File: src/sv/qps_pkg.sv
// ============================================================================
// qps_pkg
// Shared widths, codes, constants and helper functions for the quadrature
// position servo.
// ============================================================================
package qps_pkg;

    // Field widths
    localparam int TARGET_W   = 18;
    localparam int DEADBAND_W = 15;
    localparam int GAIN_W     = 12;
    localparam int SCALE_W    = 16;
    localparam int CFG_DATA_W = 18;
    localparam int CFG_INDEX_W = 2;
    localparam int WIDTH_W    = 26;
    localparam int DEG_OUT_W  = 26;
    localparam int COUNT_W    = 32;

    // Datapath widths
    localparam int DRIVE_W    = 13;   // drive in Q8, +-12.0 fits
    localparam int ACC_W      = 42;   // Horner accumulator, Q24
    localparam int STEP_W     = 3;

    // Input operation codes
    localparam logic OP_SAMPLE = 1'b0;
    localparam logic OP_TICK   = 1'b1;

    // Configuration register indexes
    localparam logic [CFG_INDEX_W-1:0] REG_TARGET   = 2'd0;
    localparam logic [CFG_INDEX_W-1:0] REG_DEADBAND = 2'd1;
    localparam logic [CFG_INDEX_W-1:0] REG_GAIN     = 2'd2;
    localparam logic [CFG_INDEX_W-1:0] REG_SCALE    = 2'd3;

    // Register reset values
    localparam logic signed [TARGET_W-1:0] TARGET_RESET   = 18'sd11520;
    localparam logic [DEADBAND_W-1:0]      DEADBAND_RESET = 15'd1280;
    localparam logic [GAIN_W-1:0]          GAIN_RESET     = 12'd500;
    localparam logic [SCALE_W-1:0]         SCALE_RESET    = 16'd2069;

    // Drive limit of +-12.0 in Q8 and pulse width constants
    localparam logic signed [DRIVE_W-1:0] DRIVE_LIMIT  = 13'sd3072;
    localparam logic [9:0]                WIDTH_STEP   = 10'd650;
    localparam logic [WIDTH_W-1:0]        IDLE_WIDTH   = 26'd1;
    localparam logic [WIDTH_W-1:0]        WIDTH_MAX    = 26'h3FFFFFF;

    // Shown position limits
    localparam logic signed [32:0] DEG_MAX = 33'sd33554431;
    localparam logic signed [32:0] DEG_MIN = -33'sd33554432;

    // Horner schedule: six steps, the last one adds nothing
    localparam logic [STEP_W-1:0] HORNER_LAST = 3'd5;

    // Leading polynomial coefficient, Q24
    localparam logic signed [ACC_W-1:0] COEF_C6 = 42'sd32942;

    // Command bundle from the controller to the datapath
    typedef struct packed {
        logic              enc_update;
        logic              scale;
        logic              err_calc;
        logic              drive;
        logic              horner;
        logic [STEP_W-1:0] step;
        logic              load_result;
    } cmd_t;

    // Coefficient added at each Horner step, Q24
    function automatic logic signed [ACC_W-1:0] horner_coef(input logic [STEP_W-1:0] step);
        logic signed [ACC_W-1:0] c;
        unique case (step)
            3'd0:    c = -42'sd1168270;
            3'd1:    c = 42'sd16223102;
            3'd2:    c = -42'sd107869606;
            3'd3:    c = 42'sd334402407;
            3'd4:    c = -42'sd342001444;
            default: c = '0;
        endcase
        return c;
    endfunction

    // Forward successor in Gray order 00 -> 10 -> 11 -> 01 -> 00
    function automatic logic [1:0] quad_fwd(input logic [1:0] prev);
        logic [1:0] n;
        unique case (prev)
            2'd0:    n = 2'd2;
            2'd1:    n = 2'd0;
            2'd2:    n = 2'd3;
            default: n = 2'd1;
        endcase
        return n;
    endfunction

    // Reverse successor
    function automatic logic [1:0] quad_rev(input logic [1:0] prev);
        logic [1:0] n;
        unique case (prev)
            2'd0:    n = 2'd1;
            2'd1:    n = 2'd3;
            2'd2:    n = 2'd0;
            default: n = 2'd2;
        endcase
        return n;
    endfunction

endpackage

File: src/sv/qps_controller.sv
// ============================================================================
// qps_controller
// Sequencer for the servo: accepts items, steps a control tick through
// scaling, error, drive, Horner steps and shaping, and owns result valid.
// ============================================================================
module qps_controller
    import qps_pkg::*;
(
    input  logic clk,
    input  logic rst_n,
    input  logic sample_valid,
    input  logic sample_op,
    output logic sample_ready,
    output logic result_valid,
    input  logic result_ready,
    output cmd_t cmd
);

    typedef enum logic [2:0] {
        S_IDLE,
        S_SCALE,
        S_ERROR,
        S_DRIVE,
        S_HORNER,
        S_SHAPE
    } state_t;

    state_t            state_reg, state_next;
    logic [STEP_W-1:0] step_reg, step_next;
    logic              result_valid_reg, result_valid_next;
    logic              sample_fire;

    assign sample_ready = (state_reg == S_IDLE);
    assign sample_fire  = sample_valid && sample_ready;
    assign result_valid = result_valid_reg;

    // Decode commands and next state
    always_comb
    begin
        cmd               = '0;
        cmd.step          = step_reg;
        state_next        = state_reg;
        step_next         = step_reg;
        result_valid_next = result_valid_reg;

        // Drop result valid once the transaction completes
        if (result_valid_reg && result_ready)
        begin
            result_valid_next = 1'b0;
        end

        unique case (state_reg)
            S_IDLE:
            begin
                if (sample_fire)
                begin
                    if (sample_op == OP_TICK)
                    begin
                        state_next = S_SCALE;
                    end
                    else
                    begin
                        cmd.enc_update = 1'b1;
                    end
                end
            end
            S_SCALE:
            begin
                cmd.scale  = 1'b1;
                state_next = S_ERROR;
            end
            S_ERROR:
            begin
                cmd.err_calc = 1'b1;
                state_next   = S_DRIVE;
            end
            S_DRIVE:
            begin
                cmd.drive  = 1'b1;
                step_next  = '0;
                state_next = S_HORNER;
            end
            S_HORNER:
            begin
                cmd.horner = 1'b1;
                step_next  = step_reg + 3'd1;
                if (step_reg == HORNER_LAST)
                begin
                    state_next = S_SHAPE;
                end
            end
            S_SHAPE:
            begin
                // Hold until the result register is free
                if (!result_valid_reg || result_ready)
                begin
                    cmd.load_result   = 1'b1;
                    result_valid_next = 1'b1;
                    state_next        = S_IDLE;
                end
            end
            default:
            begin
                state_next = S_IDLE;
            end
        endcase
    end

    // State and registered outputs
    always_ff @(posedge clk or negedge rst_n)
    begin
        if (!rst_n)
        begin
            state_reg        <= S_IDLE;
            step_reg         <= '0;
            result_valid_reg <= 1'b0;
        end
        else
        begin
            state_reg        <= state_next;
            step_reg         <= step_next;
            result_valid_reg <= result_valid_next;
        end
    end

endmodule

File: config.mk
export PLATFORM = sky130hd
export DESIGN_NAME = qps_controller
export DESIGN_NICKNAME = d
export VERILOG_FILES = /design/src/sv/qps_pkg.sv /design/src/sv/qps_controller.sv
export SDC_FILE = /design/constraint.sdc
export NUM_CORES = 1
export LEC_CHECK = 0
export BUFFER_PORTS_ARGS = -buffer_cell sky130_fd_sc_hd__buf_4
export CAP_MARGIN = 30
export CORE_AREA = 5 5 42 44
export CTS_BUF_LIST = sky130_fd_sc_hd__clkbuf_8
export DETAILED_ROUTE_END_ITERATION = 10
export DIE_AREA = 0 0 47 49
export SYNTH_ARGS = -nofsm -noshare
export SYNTH_HDL_FRONTEND = slang
export SYNTH_SLANG_ARGS = --single-unit
File: constraint.sdc
create_clock -name clk -period 2.17 [get_ports clk]
set_input_delay 0 -clock clk [delete_from_list [all_inputs] [get_ports clk]]
set_output_delay 0 -clock clk [all_outputs]
set_load 0.05 [all_outputs]
Word level (Yosys, flattened, before mapping)
Cells that the tools add are included.
{ "op_classes": {"n_addsub": 1, "eq_ne": 10, "muxes": 18, "n_reduce_logical": 7} }
{ "ops": {"columns": ["op", "n"], "rows": [
  ["one-hot mux 3 bit (6 select lines)", 1],
  ["two-way mux 1 bit", 12],
  ["two-way mux 3 bit", 4],
  ["equality test 3 bit (second input constant)", 3],
  ["equality test 3 x 2 -> 1 bit (second input constant)", 2],
  ["!= test 2 bit (second input constant)", 3],
  ["one-hot mux 3 bit (2 select lines)", 1],
  ["AND reduction 4 bit", 1],
  ["adder 3 x 1 -> 3 bit (second input constant)", 1],
  ["equality test 3 x 1 -> 1 bit (second input constant)", 1],
  ["zero test 3 bit", 1],
  ["logical AND 1 bit", 2],
  ["!= test 2 x 1 -> 1 bit (second input constant)", 1],
  ["nonzero test 2 bit", 1],
  ["zero test 1 bit", 1],
  ["logical OR 1 bit", 1]
]} }
{ "totals": {"reg_bits": 7, "inputBits": 5, "out_inout_bits": 11, "elab_cells": 39} }

Longest topological paths before layout
{ "logic_depth": {"ltp_word": 4, "mapped_depth": 5, "mapped_depth_nobuf": 5} }

Least setup slack after synthesis
OpenSTA, ideal clock, no wires.
{ "synth_timing": {"path_type": "reg-to-output", "from": "register state_reg[0]", "to": "output port cmd[8] in the netlist's numbering", "t_arrival_ns": 2.269, "required_ns": 2.170, "path_slack_ns": -0.099, "path_stages_with_launch": 4, "n_path_buf": 1, "cell_sequence": "dfrtp_1 buf_4 nor3_1 and3b_1"} }
{ "synth_rtl": {"columns": ["element", "line_no", "text"], "rows": [
  ["start: declaration", "qps_controller.sv:28", "state_t state_reg, state_next;"],
  ["start signal: assignment", "qps_controller.sv:120", "state_reg <= state_next;"],
  ["end: declaration", "qps_controller.sv:16", "output cmd_t cmd"]
]} }

==> results_dict.tcl <==
set metrics [dict create \
    status "completed" \
    ys_ff_latch 7 \
    path_buf_inv 1 \
    fin_skew_ns 0.000274 \
    utilization_pct 42.3 \
    layout_common_cells "buf_4 (15), dfrtp_1 (7), nor2_1 (6)" \
    synth_xor_area_share_pct 2.15 \
    synth_compound_gate_area_share_pct 19.9 \
    layout_commonest_cell "buf_4" \
    via_count 372 \
    path_cells "nand2b_2 -> nor2_2 -> buf_4" \
    rsz0062_at_grt "false" \
    grt_pass1_vias 359 \
    wl_per_cell_um 12.2 \
    drc 0 \
    crit_type "flip-flop to output pin" \
    firstDrtPassIters 3 \
    initial_core_util_pct 29.1 \
    gp_congestion 0.738 \
    viasPerCell 4.89 \
    cp_data_arrival_time_ns 1.41 \
    maxClockFrequency_mhz 711 \
    path_clk_slew_ns 0.04 \
    period_needed_ns 1.41 \
    synth_top_family_by_area "simple AND/OR/NAND/NOR gates" \
    ant_nets 0 \
    setup_viol 0 \
    post-route-period-util_pct 64.8 \
    hold_ws_ns 0.123 \
    gr-total-overflow 0 \
    clock_path_buffers 2 \
    cts_setup_buffers 0 \
    syn-instance-count 41 \
    root_buffer "clkbuf_8" \
    clk_latency_ns 0.23 \
    muxShareOfSynthArea_pct 2.76 \
    numCtsBuffers 3 \
    grt_max_degree 10 \
    synthAdderAreaFrac_pct 6.13 \
    stdcell_area_um2 593 \
    synthesis.nets 48 \
    rows 14 \
    die_area_mm2 0.00230 \
    fin_nets 68 \
    port_buffers 15 \
    synth-seq-area-share_pct 42.9 \
    critPathMaxFanout 7 \
    worst_setup_path_start_kind "flip-flop" \
    leakagePower_nw 0.295 \
    crit_slowest_cell "dfrtp_1" \
    hpwl_um 703 \
    synth_area_um2 408 \
    coreArea_mm2 0.00140 \
    cts_max_level 1 \
    dpl_worst_slack_ns 0.970 \
    drtIter0Drc 6 \
    ys_warn_count 0 \
    cap_violations 0 \
    synth_simple_gate_area_share_pct 22.4 \
    die_h_um 49 \
    final_hold_viol_count 0 \
    place_area_um2 538 \
    power.density_mw_per_mm2 1640 \
    setup_ws_ns 0.764 \
    finalNonFillerCells 76 \
    slowest_delay_ns 0.45 \
    ioPinCount 16 \
    n_antenna_cell 0 \
    drv_slew 0 \
    hold_class "input pin to asynchronous set/reset pin" \
    track_usage_pct 9.22 \
    grt_pass1_wl_mm 1.49 \
    wirelength_um 924 \
    cp.required_ns 2.17 \
    crit_path_end_kind "output pin" \
    die_w_um 47 \
    syn_to_final_growth_pct 45.4 \
    fin_setup_tns_ns 0 \
    place_inst 71 \
    cts_tree "done" \
    vdd_ir_drop_max_mv 0.715 \
    postSynthAreaPerCell_um2 9.95 \
    cts.sinks 7 \
    crit_family "simple AND/OR/NAND/NOR gates" \
    drive_gt1_share_pct 43.3 \
    timing.slew.headroom_pct 75.0 \
    max_slew.worst_pin.slew_ns 0.375 \
    power.total_mw 0.975 \
    synthDistinctLibCells 21 \
    antenna_found_initial 0 \
]
## metal layers
layer  track usage [%]  up-vias  part of all wire, %
li1                  -      184                    -
met1              11.2      174                   43
met2              11.5       10                   47
met3              4.06        4                  7.5
met4              8.29        0                  2.1
met5                 0        -                    0
## cell type report
cell class,count,area [um^2]
well taps,16,20.0
repair buffers,16,123
fillers,146,808
flip-flops and latches,7,175
clock inverters,1,3.75
inverters,2,7.51
clock buffers,3,41.3
multi-input cells,31,223
## synth_stat cells (all sizes together)
library cell / count / area share (%)
nand2b: 3 / 5.2
mux2: 1 / 2.8
nor2: 7 / 7.1
a21oi: 3 / 3.7
nor3: 2 / 2.5
o32ai: 1 / 2.1
buf: 1 / 1.8
a221oi: 2 / 7.4
ha: 2 / 6.1
dfrtp: 7 / 43
nand2: 4 / 3.7
inv: 2 / 1.8
a311oi: 1 / 3.7
o21ai: 1 / 1.2
and2b: 1 / 1.8
a21o: 1 / 1.8
and3b: 1 / 2.1
xnor2: 1 / 2.1
## report_power, final
group	internal (mW)	switching [mW]	total [mW]
logic	0.180	0.362	0.541
registers	0.174	0.0808	0.255
clock network	0.122	0.0565	0.179
total	0.476	0.499	0.975
## timing repair
| action | CTS | global route |
|---|---|---|
| hold endpoints to repair | 7 | 0 |
| hold buffers | 1 | 0 |
| resized for setup | 0 | 0 |
## final timing paths
kind                                          start                  endpoint  slack, ns  cells past startpoint
setup / recovery           state_reg[1]$_DFFE_PN0P_                    cmd[4]       0.76                      3
hold / removal                                rst_n  state_reg[0]$_DFFE_PN0P_       0.12                      2
setup reg to reg           state_reg[0]$_DFFE_PN0P_  state_reg[0]$_DFFE_PN0P_       0.96                      3
hold reg to reg              result_valid$_DFF_PN0_    result_valid$_DFF_PN0_       0.55                      2
max in group asynchronous                     rst_n   step_reg[1]$_DFFE_PN0P_       1.93                      2
min in group clk                       result_ready    result_valid$_DFF_PN0_       0.13                      3
## cells by family after synthesis
kind of cell / count (synthesis)
simple gates: 18
flops: 7
fa+ha+maj: 2
mux: 1
compound gates: 9
buf+inv: 3
xor+xnor: 1
Power figures use the tool's default switching activity.
