===== src/sv/qps_pkg.sv =====
// ============================================================================
// qps_pkg
// Shared widths, codes, constants and helper functions for the quadrature
// position servo.
// ============================================================================
package qps_pkg;

    // Field widths
    localparam int TARGET_W   = 18;
    localparam int DEADBAND_W = 15;
    localparam int GAIN_W     = 12;
    localparam int SCALE_W    = 16;
    localparam int CFG_DATA_W = 18;
    localparam int CFG_INDEX_W = 2;
    localparam int WIDTH_W    = 26;
    localparam int DEG_OUT_W  = 26;
    localparam int COUNT_W    = 32;

    // Datapath widths
    localparam int DRIVE_W    = 13;   // drive in Q8, +-12.0 fits
    localparam int ACC_W      = 42;   // Horner accumulator, Q24
    localparam int STEP_W     = 3;

    // Input operation codes
    localparam logic OP_SAMPLE = 1'b0;
    localparam logic OP_TICK   = 1'b1;

    // Configuration register indexes
    localparam logic [CFG_INDEX_W-1:0] REG_TARGET   = 2'd0;
    localparam logic [CFG_INDEX_W-1:0] REG_DEADBAND = 2'd1;
    localparam logic [CFG_INDEX_W-1:0] REG_GAIN     = 2'd2;
    localparam logic [CFG_INDEX_W-1:0] REG_SCALE    = 2'd3;

    // Register reset values
    localparam logic signed [TARGET_W-1:0] TARGET_RESET   = 18'sd11520;
    localparam logic [DEADBAND_W-1:0]      DEADBAND_RESET = 15'd1280;
    localparam logic [GAIN_W-1:0]          GAIN_RESET     = 12'd500;
    localparam logic [SCALE_W-1:0]         SCALE_RESET    = 16'd2069;

    // Drive limit of +-12.0 in Q8 and pulse width constants
    localparam logic signed [DRIVE_W-1:0] DRIVE_LIMIT  = 13'sd3072;
    localparam logic [9:0]                WIDTH_STEP   = 10'd650;
    localparam logic [WIDTH_W-1:0]        IDLE_WIDTH   = 26'd1;
    localparam logic [WIDTH_W-1:0]        WIDTH_MAX    = 26'h3FFFFFF;

    // Shown position limits
    localparam logic signed [32:0] DEG_MAX = 33'sd33554431;
    localparam logic signed [32:0] DEG_MIN = -33'sd33554432;

    // Horner schedule: six steps, the last one adds nothing
    localparam logic [STEP_W-1:0] HORNER_LAST = 3'd5;

    // Leading polynomial coefficient, Q24
    localparam logic signed [ACC_W-1:0] COEF_C6 = 42'sd32942;

    // Command bundle from the controller to the datapath
    typedef struct packed {
        logic              enc_update;
        logic              scale;
        logic              err_calc;
        logic              drive;
        logic              horner;
        logic [STEP_W-1:0] step;
        logic              load_result;
    } cmd_t;

    // Coefficient added at each Horner step, Q24
    function automatic logic signed [ACC_W-1:0] horner_coef(input logic [STEP_W-1:0] step);
        logic signed [ACC_W-1:0] c;
        unique case (step)
            3'd0:    c = -42'sd1168270;
            3'd1:    c = 42'sd16223102;
            3'd2:    c = -42'sd107869606;
            3'd3:    c = 42'sd334402407;
            3'd4:    c = -42'sd342001444;
            default: c = '0;
        endcase
        return c;
    endfunction

    // Forward successor in Gray order 00 -> 10 -> 11 -> 01 -> 00
    function automatic logic [1:0] quad_fwd(input logic [1:0] prev);
        logic [1:0] n;
        unique case (prev)
            2'd0:    n = 2'd2;
            2'd1:    n = 2'd0;
            2'd2:    n = 2'd3;
            default: n = 2'd1;
        endcase
        return n;
    endfunction

    // Reverse successor
    function automatic logic [1:0] quad_rev(input logic [1:0] prev);
        logic [1:0] n;
        unique case (prev)
            2'd0:    n = 2'd1;
            2'd1:    n = 2'd3;
            2'd2:    n = 2'd0;
            default: n = 2'd2;
        endcase
        return n;
    endfunction

endpackage


===== src/sv/qps_datapath.sv =====
// ============================================================================
// qps_datapath
// Configuration registers, quadrature counter, degree scaling, error and
// drive stages, shared Horner multiplier and the result register.
// ============================================================================
module qps_datapath
    import qps_pkg::*;
(
    input  logic                        clk,
    input  logic                        rst_n,
    input  cmd_t                        cmd,
    input  logic                        chan_a_level,
    input  logic                        chan_b_level,
    input  logic                        cfg_we,
    input  logic [CFG_INDEX_W-1:0]      cfg_index,
    input  logic [CFG_DATA_W-1:0]       cfg_data,
    output logic [WIDTH_W-1:0]          forward_width,
    output logic [WIDTH_W-1:0]          reverse_width,
    output logic                        settled,
    output logic signed [DEG_OUT_W-1:0] position_deg
);

    // Configuration registers
    logic signed [TARGET_W-1:0] target_reg;
    logic [DEADBAND_W-1:0]      deadband_reg;
    logic [GAIN_W-1:0]          gain_reg;
    logic [SCALE_W-1:0]         scale_reg;

    // Encoder state
    logic signed [COUNT_W-1:0] count_reg, count_next;
    logic                      last_a_reg, last_b_reg;
    logic [1:0]                prev_levels, now_levels;

    // Tick pipeline registers
    logic signed [48:0]          scale_prod_reg, scale_prod_next;
    logic signed [32:0]          deg;
    logic signed [ACC_W-1:0]     err, db_pos, db_neg, err_lim;
    logic signed [DRIVE_W-1:0]   err_clamp;
    logic signed [DEG_OUT_W-1:0] shown;
    logic                        active;
    logic                        active_reg;
    logic signed [DRIVE_W-1:0]   err_clamp_reg;
    logic signed [DEG_OUT_W-1:0] shown_reg;

    logic signed [25:0]          drive_prod;
    logic signed [DRIVE_W-1:0]   drive;
    logic signed [DRIVE_W-1:0]   x_reg;
    logic                        drive_neg_reg;

    logic signed [ACC_W-1:0]     acc_reg, acc_next;
    logic signed [54:0]          horner_prod;
    logic signed [46:0]          horner_quot;

    logic signed [17:0]          poly;
    logic signed [17:0]          reduced;
    logic [26:0]                 width_prod;
    logic [WIDTH_W-1:0]          width;

    // Result register
    logic [WIDTH_W-1:0]          forward_reg, reverse_reg;
    logic                        settled_reg;
    logic signed [DEG_OUT_W-1:0] position_reg;

    // Write configuration registers
    always_ff @(posedge clk or negedge rst_n)
    begin
        if (!rst_n)
        begin
            target_reg   <= TARGET_RESET;
            deadband_reg <= DEADBAND_RESET;
            gain_reg     <= GAIN_RESET;
            scale_reg    <= SCALE_RESET;
        end
        else if (cfg_we)
        begin
            unique case (cfg_index)
                REG_TARGET:   target_reg   <= $signed(cfg_data[TARGET_W-1:0]);
                REG_DEADBAND: deadband_reg <= cfg_data[DEADBAND_W-1:0];
                REG_GAIN:     gain_reg     <= cfg_data[GAIN_W-1:0];
                REG_SCALE:    scale_reg    <= cfg_data[SCALE_W-1:0];
                default:      target_reg   <= target_reg;
            endcase
        end
    end

    // Advance the position count through the quadrature table
    assign prev_levels = {last_a_reg, last_b_reg};
    assign now_levels  = {chan_a_level, chan_b_level};

    always_comb
    begin
        priority if (now_levels == quad_fwd(prev_levels))
        begin
            count_next = count_reg + 32'sd1;
        end
        else if (now_levels == quad_rev(prev_levels))
        begin
            count_next = count_reg - 32'sd1;
        end
        else
        begin
            count_next = count_reg;
        end
    end

    always_ff @(posedge clk or negedge rst_n)
    begin
        if (!rst_n)
        begin
            count_reg  <= '0;
            last_a_reg <= 1'b0;
            last_b_reg <= 1'b0;
        end
        else if (cmd.enc_update)
        begin
            count_reg  <= count_next;
            last_a_reg <= chan_a_level;
            last_b_reg <= chan_b_level;
        end
    end

    // Scale counts to degrees in Q16
    assign scale_prod_next = count_reg * $signed({1'b0, scale_reg});

    // Degrees truncated toward zero, error in Q8, deadband test and clamps
    always_comb
    begin
        deg = $signed(scale_prod_reg[48:16]);
        if (scale_prod_reg[48] && (scale_prod_reg[15:0] != '0))
        begin
            deg = deg + 33'sd1;
        end

        err    = $signed({{(ACC_W - TARGET_W){target_reg[TARGET_W-1]}}, target_reg})
               - $signed({deg[32], deg, 8'd0});
        db_pos = $signed({{(ACC_W - DEADBAND_W){1'b0}}, deadband_reg});
        db_neg = -db_pos;
        active = (err > db_pos) || (err < db_neg);

        // Clamp one above the drive limit so any nonzero gain still saturates
        err_lim = $signed({{(ACC_W - DRIVE_W){1'b0}}, DRIVE_LIMIT}) + 42'sd1;
        priority if (err > err_lim)
        begin
            err_clamp = DRIVE_LIMIT + 13'sd1;
        end
        else if (err < -err_lim)
        begin
            err_clamp = -(DRIVE_LIMIT + 13'sd1);
        end
        else
        begin
            err_clamp = err[DRIVE_W-1:0];
        end

        priority if (deg > DEG_MAX)
        begin
            shown = DEG_MAX[DEG_OUT_W-1:0];
        end
        else if (deg < DEG_MIN)
        begin
            shown = DEG_MIN[DEG_OUT_W-1:0];
        end
        else
        begin
            shown = deg[DEG_OUT_W-1:0];
        end
    end

    // Drive: gain times error, clamped to +-12.0
    assign drive_prod = $signed({1'b0, gain_reg}) * err_clamp_reg;

    always_comb
    begin
        priority if (drive_prod > $signed({{13{1'b0}}, DRIVE_LIMIT}))
        begin
            drive = DRIVE_LIMIT;
        end
        else if (drive_prod < -$signed({{13{1'b0}}, DRIVE_LIMIT}))
        begin
            drive = -DRIVE_LIMIT;
        end
        else
        begin
            drive = drive_prod[DRIVE_W-1:0];
        end
    end

    // One Horner step: coefficient plus acc times x over 256, toward zero
    always_comb
    begin
        horner_prod = acc_reg * x_reg;
        horner_quot = $signed(horner_prod[54:8]);
        if (horner_prod[54] && (horner_prod[7:0] != '0))
        begin
            horner_quot = horner_quot + 47'sd1;
        end
        acc_next = horner_quot[ACC_W-1:0] + horner_coef(cmd.step);
    end

    // Shape the polynomial value into a pulse width
    always_comb
    begin
        poly = $signed(acc_reg[ACC_W-1:24]);
        if (acc_reg[ACC_W-1] && (acc_reg[23:0] != '0))
        begin
            poly = poly + 18'sd1;
        end

        if (poly > 18'sd2)
        begin
            reduced = poly - 18'sd2;
        end
        else
        begin
            reduced = poly;
        end

        if (reduced > 18'sd0)
        begin
            width_prod = {10'd0, reduced[16:0]} * {17'd0, WIDTH_STEP};
        end
        else
        begin
            width_prod = '0;
        end

        if (width_prod > {1'b0, WIDTH_MAX})
        begin
            width = WIDTH_MAX;
        end
        else
        begin
            width = width_prod[WIDTH_W-1:0];
        end
    end

    // Tick pipeline registers
    always_ff @(posedge clk)
    begin
        if (cmd.scale)
        begin
            scale_prod_reg <= scale_prod_next;
        end
        if (cmd.err_calc)
        begin
            active_reg    <= active;
            err_clamp_reg <= err_clamp;
            shown_reg     <= shown;
        end
        if (cmd.drive)
        begin
            x_reg         <= drive;
            drive_neg_reg <= drive_prod < 26'sd0;
            acc_reg       <= COEF_C6;
        end
        else if (cmd.horner)
        begin
            acc_reg <= acc_next;
        end
    end

    // Load the result register
    always_ff @(posedge clk)
    begin
        if (cmd.load_result)
        begin
            forward_reg  <= (active_reg && !drive_neg_reg) ? width : IDLE_WIDTH;
            reverse_reg  <= (active_reg && drive_neg_reg) ? width : IDLE_WIDTH;
            settled_reg  <= !active_reg;
            position_reg <= shown_reg;
        end
    end

    assign forward_width = forward_reg;
    assign reverse_width = reverse_reg;
    assign settled       = settled_reg;
    assign position_deg  = position_reg;

endmodule


===== config.mk =====
export PLATFORM = sky130hd
export DESIGN_NAME = qps_datapath
export DESIGN_NICKNAME = d
export VERILOG_FILES = /design/src/sv/qps_pkg.sv /design/src/sv/qps_datapath.sv
export SDC_FILE = /design/constraint.sdc
export NUM_CORES = 2
export LEC_CHECK = 0
export BUFFER_PORTS_ARGS = -buffer_cell sky130_fd_sc_hd__buf_2
export CAP_MARGIN = 20
export CORE_MARGIN = 8
export CORE_UTILIZATION = 40
export DETAILED_ROUTE_END_ITERATION = 6
export GPL_TIMING_DRIVEN = 0
export PLACE_DENSITY = 0.59
export SKIP_LAST_GASP = 1
export SYNTH_ARGS = -nofsm -noshare
export SYNTH_HDL_FRONTEND = slang
export SYNTH_SLANG_ARGS = --single-unit

===== constraint.sdc =====
create_clock -name clk -period 13.1 [get_ports clk]
set_input_delay 1.31 -clock clk [delete_from_list [all_inputs] [get_ports clk]]
set_output_delay 1.31 -clock clk [all_outputs]
set_load 0.02 [all_outputs]

Word-level counts from Yosys, hierarchy flattened
Index checks and enable logic that the tools add are counted.
{"block": "word_totals", "rom_bits": 0, "reg_bits": 319, "inputBits": 34, "word_cells": 93, "mem_bits_rw": 0, "output_inout_bits": 79, "latch_bits": 0, "n_memories": 0}
{"block": "op_classes", "div_mod_pow": 0, "muxes": 15, "reduce_logical": 22, "n_eq_ne": 11, "n_bitwise": 0, "order_cmp": 12, "shifts": 0, "n_addsub": 9, "multipliers": 4}
{"operator": "42-bit one-hot mux with 5 select lines", "count": 1}
{"operator": "32-bit 2-to-1 mux", "count": 2}
{"operator": "42-bit by 13-bit multiplier with 55-bit output", "count": 1}
{"operator": "26-bit 2-to-1 mux", "count": 2}
{"operator": "32-bit by 17-bit multiplier with 49-bit output", "count": 1}
{"operator": "42-bit by 2-bit adder with 42-bit output, second input constant", "count": 1}
{"operator": "42-bit adder", "count": 1}
{"operator": "42-bit by 13-bit greater-than comparator with 1-bit output, second input constant", "count": 1}
{"operator": "42-bit by 16-bit greater-than comparator with 1-bit output", "count": 1}
{"operator": "42-bit by 13-bit < comparator with 1-bit output, second input constant", "count": 1}
{"operator": "42-bit < comparator", "count": 1}
{"operator": "42-bit 2-to-1 mux", "count": 1}
{"operator": "15-bit negation with 42-bit output", "count": 1}
{"operator": "18-bit by 41-bit subtractor with 42-bit output", "count": 1}
{"operator": "18-bit 2-to-1 mux", "count": 2}
{"operator": "33-bit by 2-bit adder with 33-bit output, second input constant", "count": 1}
{"operator": "33-bit by 26-bit greater-than comparator with 1-bit output, second input constant", "count": 1}
{"operator": "33-bit by 26-bit < comparator with 1-bit output, second input constant", "count": 1}
{"operator": "33-bit 2-to-1 mux", "count": 1}
{"operator": "32-bit by 2-bit adder with 32-bit output, second input constant", "count": 1}
{"operator": "32-bit by 2-bit subtractor with 32-bit output, second input constant", "count": 1}
{"operator": "27-bit by 26-bit greater-than comparator with 1-bit output, second input constant", "count": 1}
{"operator": "27-bit 2-to-1 mux", "count": 1}
{"operator": "26-bit by 13-bit greater-than comparator with 1-bit output, second input constant", "count": 1}
{"operator": "28 further kinds", "count": 46}

Longest topological paths before layout
{"block": "logic_depth", "depth_word": 9, "ltp_mapped": 41, "mapped_depth_nobuf": 38}

Worst setup path after synthesis
Ideal clock, no wire load.
{"block": "synth_timing", "path_kind": "register to register", "start": "register acc_reg[41]", "end": "register acc_reg[41]", "period_less_slack_ps": 10280, "path_stages_with_launch": 39, "path_slack_ps": 2820, "setup_ps": 120, "arrival_time_ps": 10161, "n_path_buf": 4, "required_time_ps": 12980, "cell_sequence": "dfxtp_1 > clkbuf_1 > clkbuf_1 > nand2_1 > inv_1 > fa_1 > fa_1 > inv_1 > fa_1 > fa_1 > fa_1 > inv_1 > ha_1 > ha_1 > a21oi_1 > a21oi_1 > a211oi_1 > o211ai_1 > [... 3 more ...] > or4_1 > or2_1 > clkbuf_1 > nor3_1 > xor2_1 > ha_1 > a21o_1 > a21o_1 > a21o_1 > a21o_1 > a211oi_1 > or4b_2 > a31o_2 > a211oi_1 > o21ai_0 > a21oi_1 > a211oi_1 > a211o_1"}
{"block": "synth_between", "elab_chain_cells": 4, "elab_cells_between_ends": 5, "cone_classes": "add/sub: 2; mul: 1; mux: 1; reduce/logical: 1"}
{"item": "start: declaration", "line_no": "qps_datapath.sv:50", "rtl": "logic signed [ACC_W-1:0] acc_reg, acc_next;"}
{"item": "start signal: assignment", "line_no": "qps_datapath.sv:258", "rtl": "acc_reg <= acc_next;"}
{"item": "42-bit by 13-bit multiplier with 55-bit output (*)", "line_no": "qps_datapath.sv:191", "rtl": "horner_prod = acc_reg * x_reg;"}
{"item": "42-bit by 2-bit adder with 42-bit output / 1-bit logical AND (equally long branches)", "line_no": "qps_datapath.sv:195, qps_datapath.sv:193"}
{"item": "42-bit 2-to-1 mux (*)", "line_no": "qps_datapath.sv:193", "rtl": "if (horner_prod[54] && (horner_prod[7:0] != '0))"}
{"item": "42-bit adder (*)", "line_no": "qps_datapath.sv:197", "rtl": "acc_next = horner_quot[ACC_W-1:0] + horner_coef(cmd.step);"}
Every way passes the cells marked *; elsewhere a longest branch is shown, timed or not.
A chain may end at the register's enable or synchronous reset.

Worst setup path after layout
{"block": "layout_timing", "start": "register x_reg[4]", "end": "register acc_reg[41]"}
{"block": "layout_between", "elab_chain_cells": 5, "elab_cells_between_ends": 6, "cone_classes": "add/sub: 2; mul: 1; mux: 1; reduce/logical: 2"}
{"item": "start: declaration", "line_no": "qps_datapath.sv:47", "rtl": "logic signed [DRIVE_W-1:0] x_reg;"}
{"item": "start signal: assignment", "line_no": "qps_datapath.sv:252", "rtl": "x_reg <= drive;"}
{"item": "42-bit by 13-bit multiplier with 55-bit output (*)", "line_no": "qps_datapath.sv:191"}
{"item": "parallel branches: the longest is 2 deep, another holds 42-bit by 2-bit adder with 42-bit output"}
{"item": "42-bit 2-to-1 mux (*)", "line_no": "qps_datapath.sv:193"}
{"item": "42-bit adder (*)", "line_no": "qps_datapath.sv:197"}
Mark *: on every way between the ends.

==> qor.json <==
{
  "status": "finished, final reports clean",
  "synth_largest_type_area_fraction_pct": 34.65,
  "die-area_sq_um": 172800,
  "cts-root-to-sink-buffers": 3,
  "crit_type": "reg2reg",
  "antenna_found_initial": 16,
  "yosys_warnings": 0,
  "vias_in_the_first_global_route": 50650,
  "synth_nets": 8690,
  "element_type_at_the_critical_path_start": "register",
  "root_buffer": "sky130_fd_sc_hd__clkbuf_16",
  "grt-ovfl-total": 0,
  "master_of_the_slowest_instance_on_the_critical_path": "sky130_fd_sc_hd__clkbuf_1",
  "postSynth.asyncResetShare_pct": 29.78,
  "num_vias": 48250,
  "place.detailed.hpwl_mm": 153.0,
  "crit_path_max_incr_delay_ps": 720,
  "finalHoldViolCount": 0,
  "yosys_most_used_dff": "sky130_fd_sc_hd__edfxtp_1",
  "rsz0062_at_grt": "no",
  "final.setup.tns_ps": 0,
  "netlist_top_cells_area": "sky130_fd_sc_hd__fa_1, sky130_fd_sc_hd__ha_1, sky130_fd_sc_hd__edfxtp_1",
  "grt_max_degree": 62,
  "seq_area_frac_synth_pct": 13.62,
  "timing.final.max_slew_violations": 0,
  "core.rowCount": 146,
  "drt_pass1_iterations": 6,
  "largest_register_ff_count": 49,
  "i_o_pin_total": 113,
  "fin_nets": 8855,
  "syn2layout_area_growth_pct": 7.421,
  "post_synth_num_cell_types": 94,
  "grt_pass1_wl_mm": 287.5,
  "synth_edf_count": 182,
  "utilization_pct": 43.29,
  "yosysTopAreaCell": "sky130_fd_sc_hd__fa_1",
  "setup.worst_path.end_class": "register",
  "die_height_um": 415.7,
  "h-tree-depth": 2,
  "synthesis.area_sq_um": 63900,
  "yosys_register_bits": 319,
  "reg2reg_setup_slack_ps": 660,
  "gp_routability_congestion": 0.9287,
  "critical_path_arrival_ps": 12930,
  "timing.max_slew.rel_slack_pct": 33.41,
  "mostFrequentLayoutCells": "sky130_fd_sc_hd__inv_1, sky130_fd_sc_hd__fa_1, sky130_fd_sc_hd__nand2_1",
  "initial_utilization_pct": 40.30,
  "critical_path.max_fanout": 10,
  "cap_viol_max_count": 0,
  "detail_route.wl_per_cell_um": 19.49,
  "drt_drc_violations_left": 0,
  "finalCritPeriodShare_pct": 95.00,
  "required_time_of_the_worst_setup_path_ps": 13590,
  "setup_viol": 0,
  "antenna_left": 0,
  "core_sq_um": 158600,
  "tightestPinTransition_ps": 998.8,
  "postSynthAreaPerCell_sq_um": 9.155,
  "io_buffers": 111,
  "clk_transition_reported_paths_ps": 60,
  "tritoncts": "done",
  "post_drt_via_cell_ratio": 5.217,
  "fin_worst_skew_ps": 32.78,
  "dr.first_iter.drc_count": 3070,
  "worst_hold_path_type": "reg2reg",
  "tritoncts_num_sinks": 319,
  "layout_commonest_cell": "sky130_fd_sc_hd__inv_1",
  "clk_latency_ps": 620,
  "chipWidth_um": 415.7,
  "tritoncts.num_buffers": 40,
  "cts_setup_buffers": 0,
  "max_freq_ghz": 0.08036,
  "syn_inst": 6980,
  "final_layout_size_suffix_gt1_share_pct": 4.557,
  "wirelength_mm": 180.3,
  "fin_crit_ps": 12440,
  "grt_util_all_layers_pct": 20.76
}
-- worst max-delay path: cells and delay by family, from the launching register on --
kind	cells	cell delay, ps
buffers and inverters	7	2050
XOR/XNOR	1	200
AO/OA/AOI/OAI	15	3530
AND/OR/NAND/NOR	8	2700
flip-flops	1	330
adder cells (fa/ha/maj)	8	3500
-- synthesized netlist by cell type (111+ instances only) --
master                     instances
sky130_fd_sc_hd__o21ai_0         173
sky130_fd_sc_hd__nand2_1         909
sky130_fd_sc_hd__and2_1          478
sky130_fd_sc_hd__xor2_1          113
sky130_fd_sc_hd__a21o_1          111
sky130_fd_sc_hd__clkbuf_1        262
sky130_fd_sc_hd__ha_1            570
sky130_fd_sc_hd__a21oi_1         210
sky130_fd_sc_hd__nor2_1          331
sky130_fd_sc_hd__xnor2_1         214
sky130_fd_sc_hd__edfxtp_1        182
sky130_fd_sc_hd__inv_1          1177
sky130_fd_sc_hd__fa_1           1106
-- path summary, 6_finish.rpt --
check / end / cells past startpoint / startpoint
min in group asynchronous: last_a_reg$_DFFE_PN0P_ / 1 / rst_n
worst min register to register: position_deg[1]$_DFFE_PP_ / 0 / shown_reg[1]$_SDFFCE_PN1P_
worst max register to register: acc_reg[41]$_SDFFE_PP0P_ / 39 / x_reg[4]$_SDFFCE_PP0P_
worst min-delay path: position_deg[1]$_DFFE_PP_ / 0 / shown_reg[1]$_SDFFCE_PN1P_
max in group asynchronous: gain_reg[8]$_DFFE_PN1P_ / 2 / rst_n
worst max-delay path: acc_reg[41]$_SDFFE_PP0P_ / 39 / x_reg[4]$_SDFFCE_PP0P_
-- routing by layer --
layer	GRT usage [%]	wire [um]	share of wire (%)	vias to the layer above
li1	-	-	-	22560
met1	26.84	76700	43	24230
met2	36.37	88020	49	1174
met3	2.378	8650	4.8	290
met4	6.554	6906	3.8	2
met5	0	11	0.0061	-
-- metrics by stage --
stage,cells,hold WS [ps],instance area [sq um],worst slack (ps)
after floorplan,6980,400.3,63900,2820
after global routing,9247,421.4,68640,83.61
after detailed placement,9171,404.5,67180,577.4
after CTS,9243,414.2,68590,533.8
after global placement,9163,405.5,67050,717.4
final,9249,418.6,68640,655.3
-- what timing repair did --
| item | 4_1_cts | 5_1_grt |
|---|---|---|
| endpoints found under the hold margin | 0 | 0 |
| hold buffers | 0 | 0 |
| resized for setup | 0 | 1 |
| setup endpoints to repair | 0 | 1 |
-- layout make-up --
cell class / count / area [sq um]
Clock inverter: 20 / 236.5
Antenna cell: 2 / 5.005
Fill cell: 15600 / 89920
Inverter: 1178 / 4425
Buffer: 291 / 1146
Tap cell: 2072 / 2592
Clock buffer: 52 / 1175
Sequential cell: 319 / 8703
Timing Repair Buffer: 123 / 725.7
Multi-Input combinational cell: 5192 / 49640
-- logic make-up after synthesis --
kind of cell             share of synthesized area, %
multiplexers                                    1.584
flip-flops                                      13.62
AO/OA/AOI/OAI                                   8.682
XOR/XNOR                                        4.482
adder cells (fa/ha/maj)                         45.81
AND/OR/NAND/NOR                                 17.11
buffers and inverters                           8.713
Power is left out: the tool's default activity adds up to more than one toggle a clock period on the data nets, which glitch-free logic cannot reach.
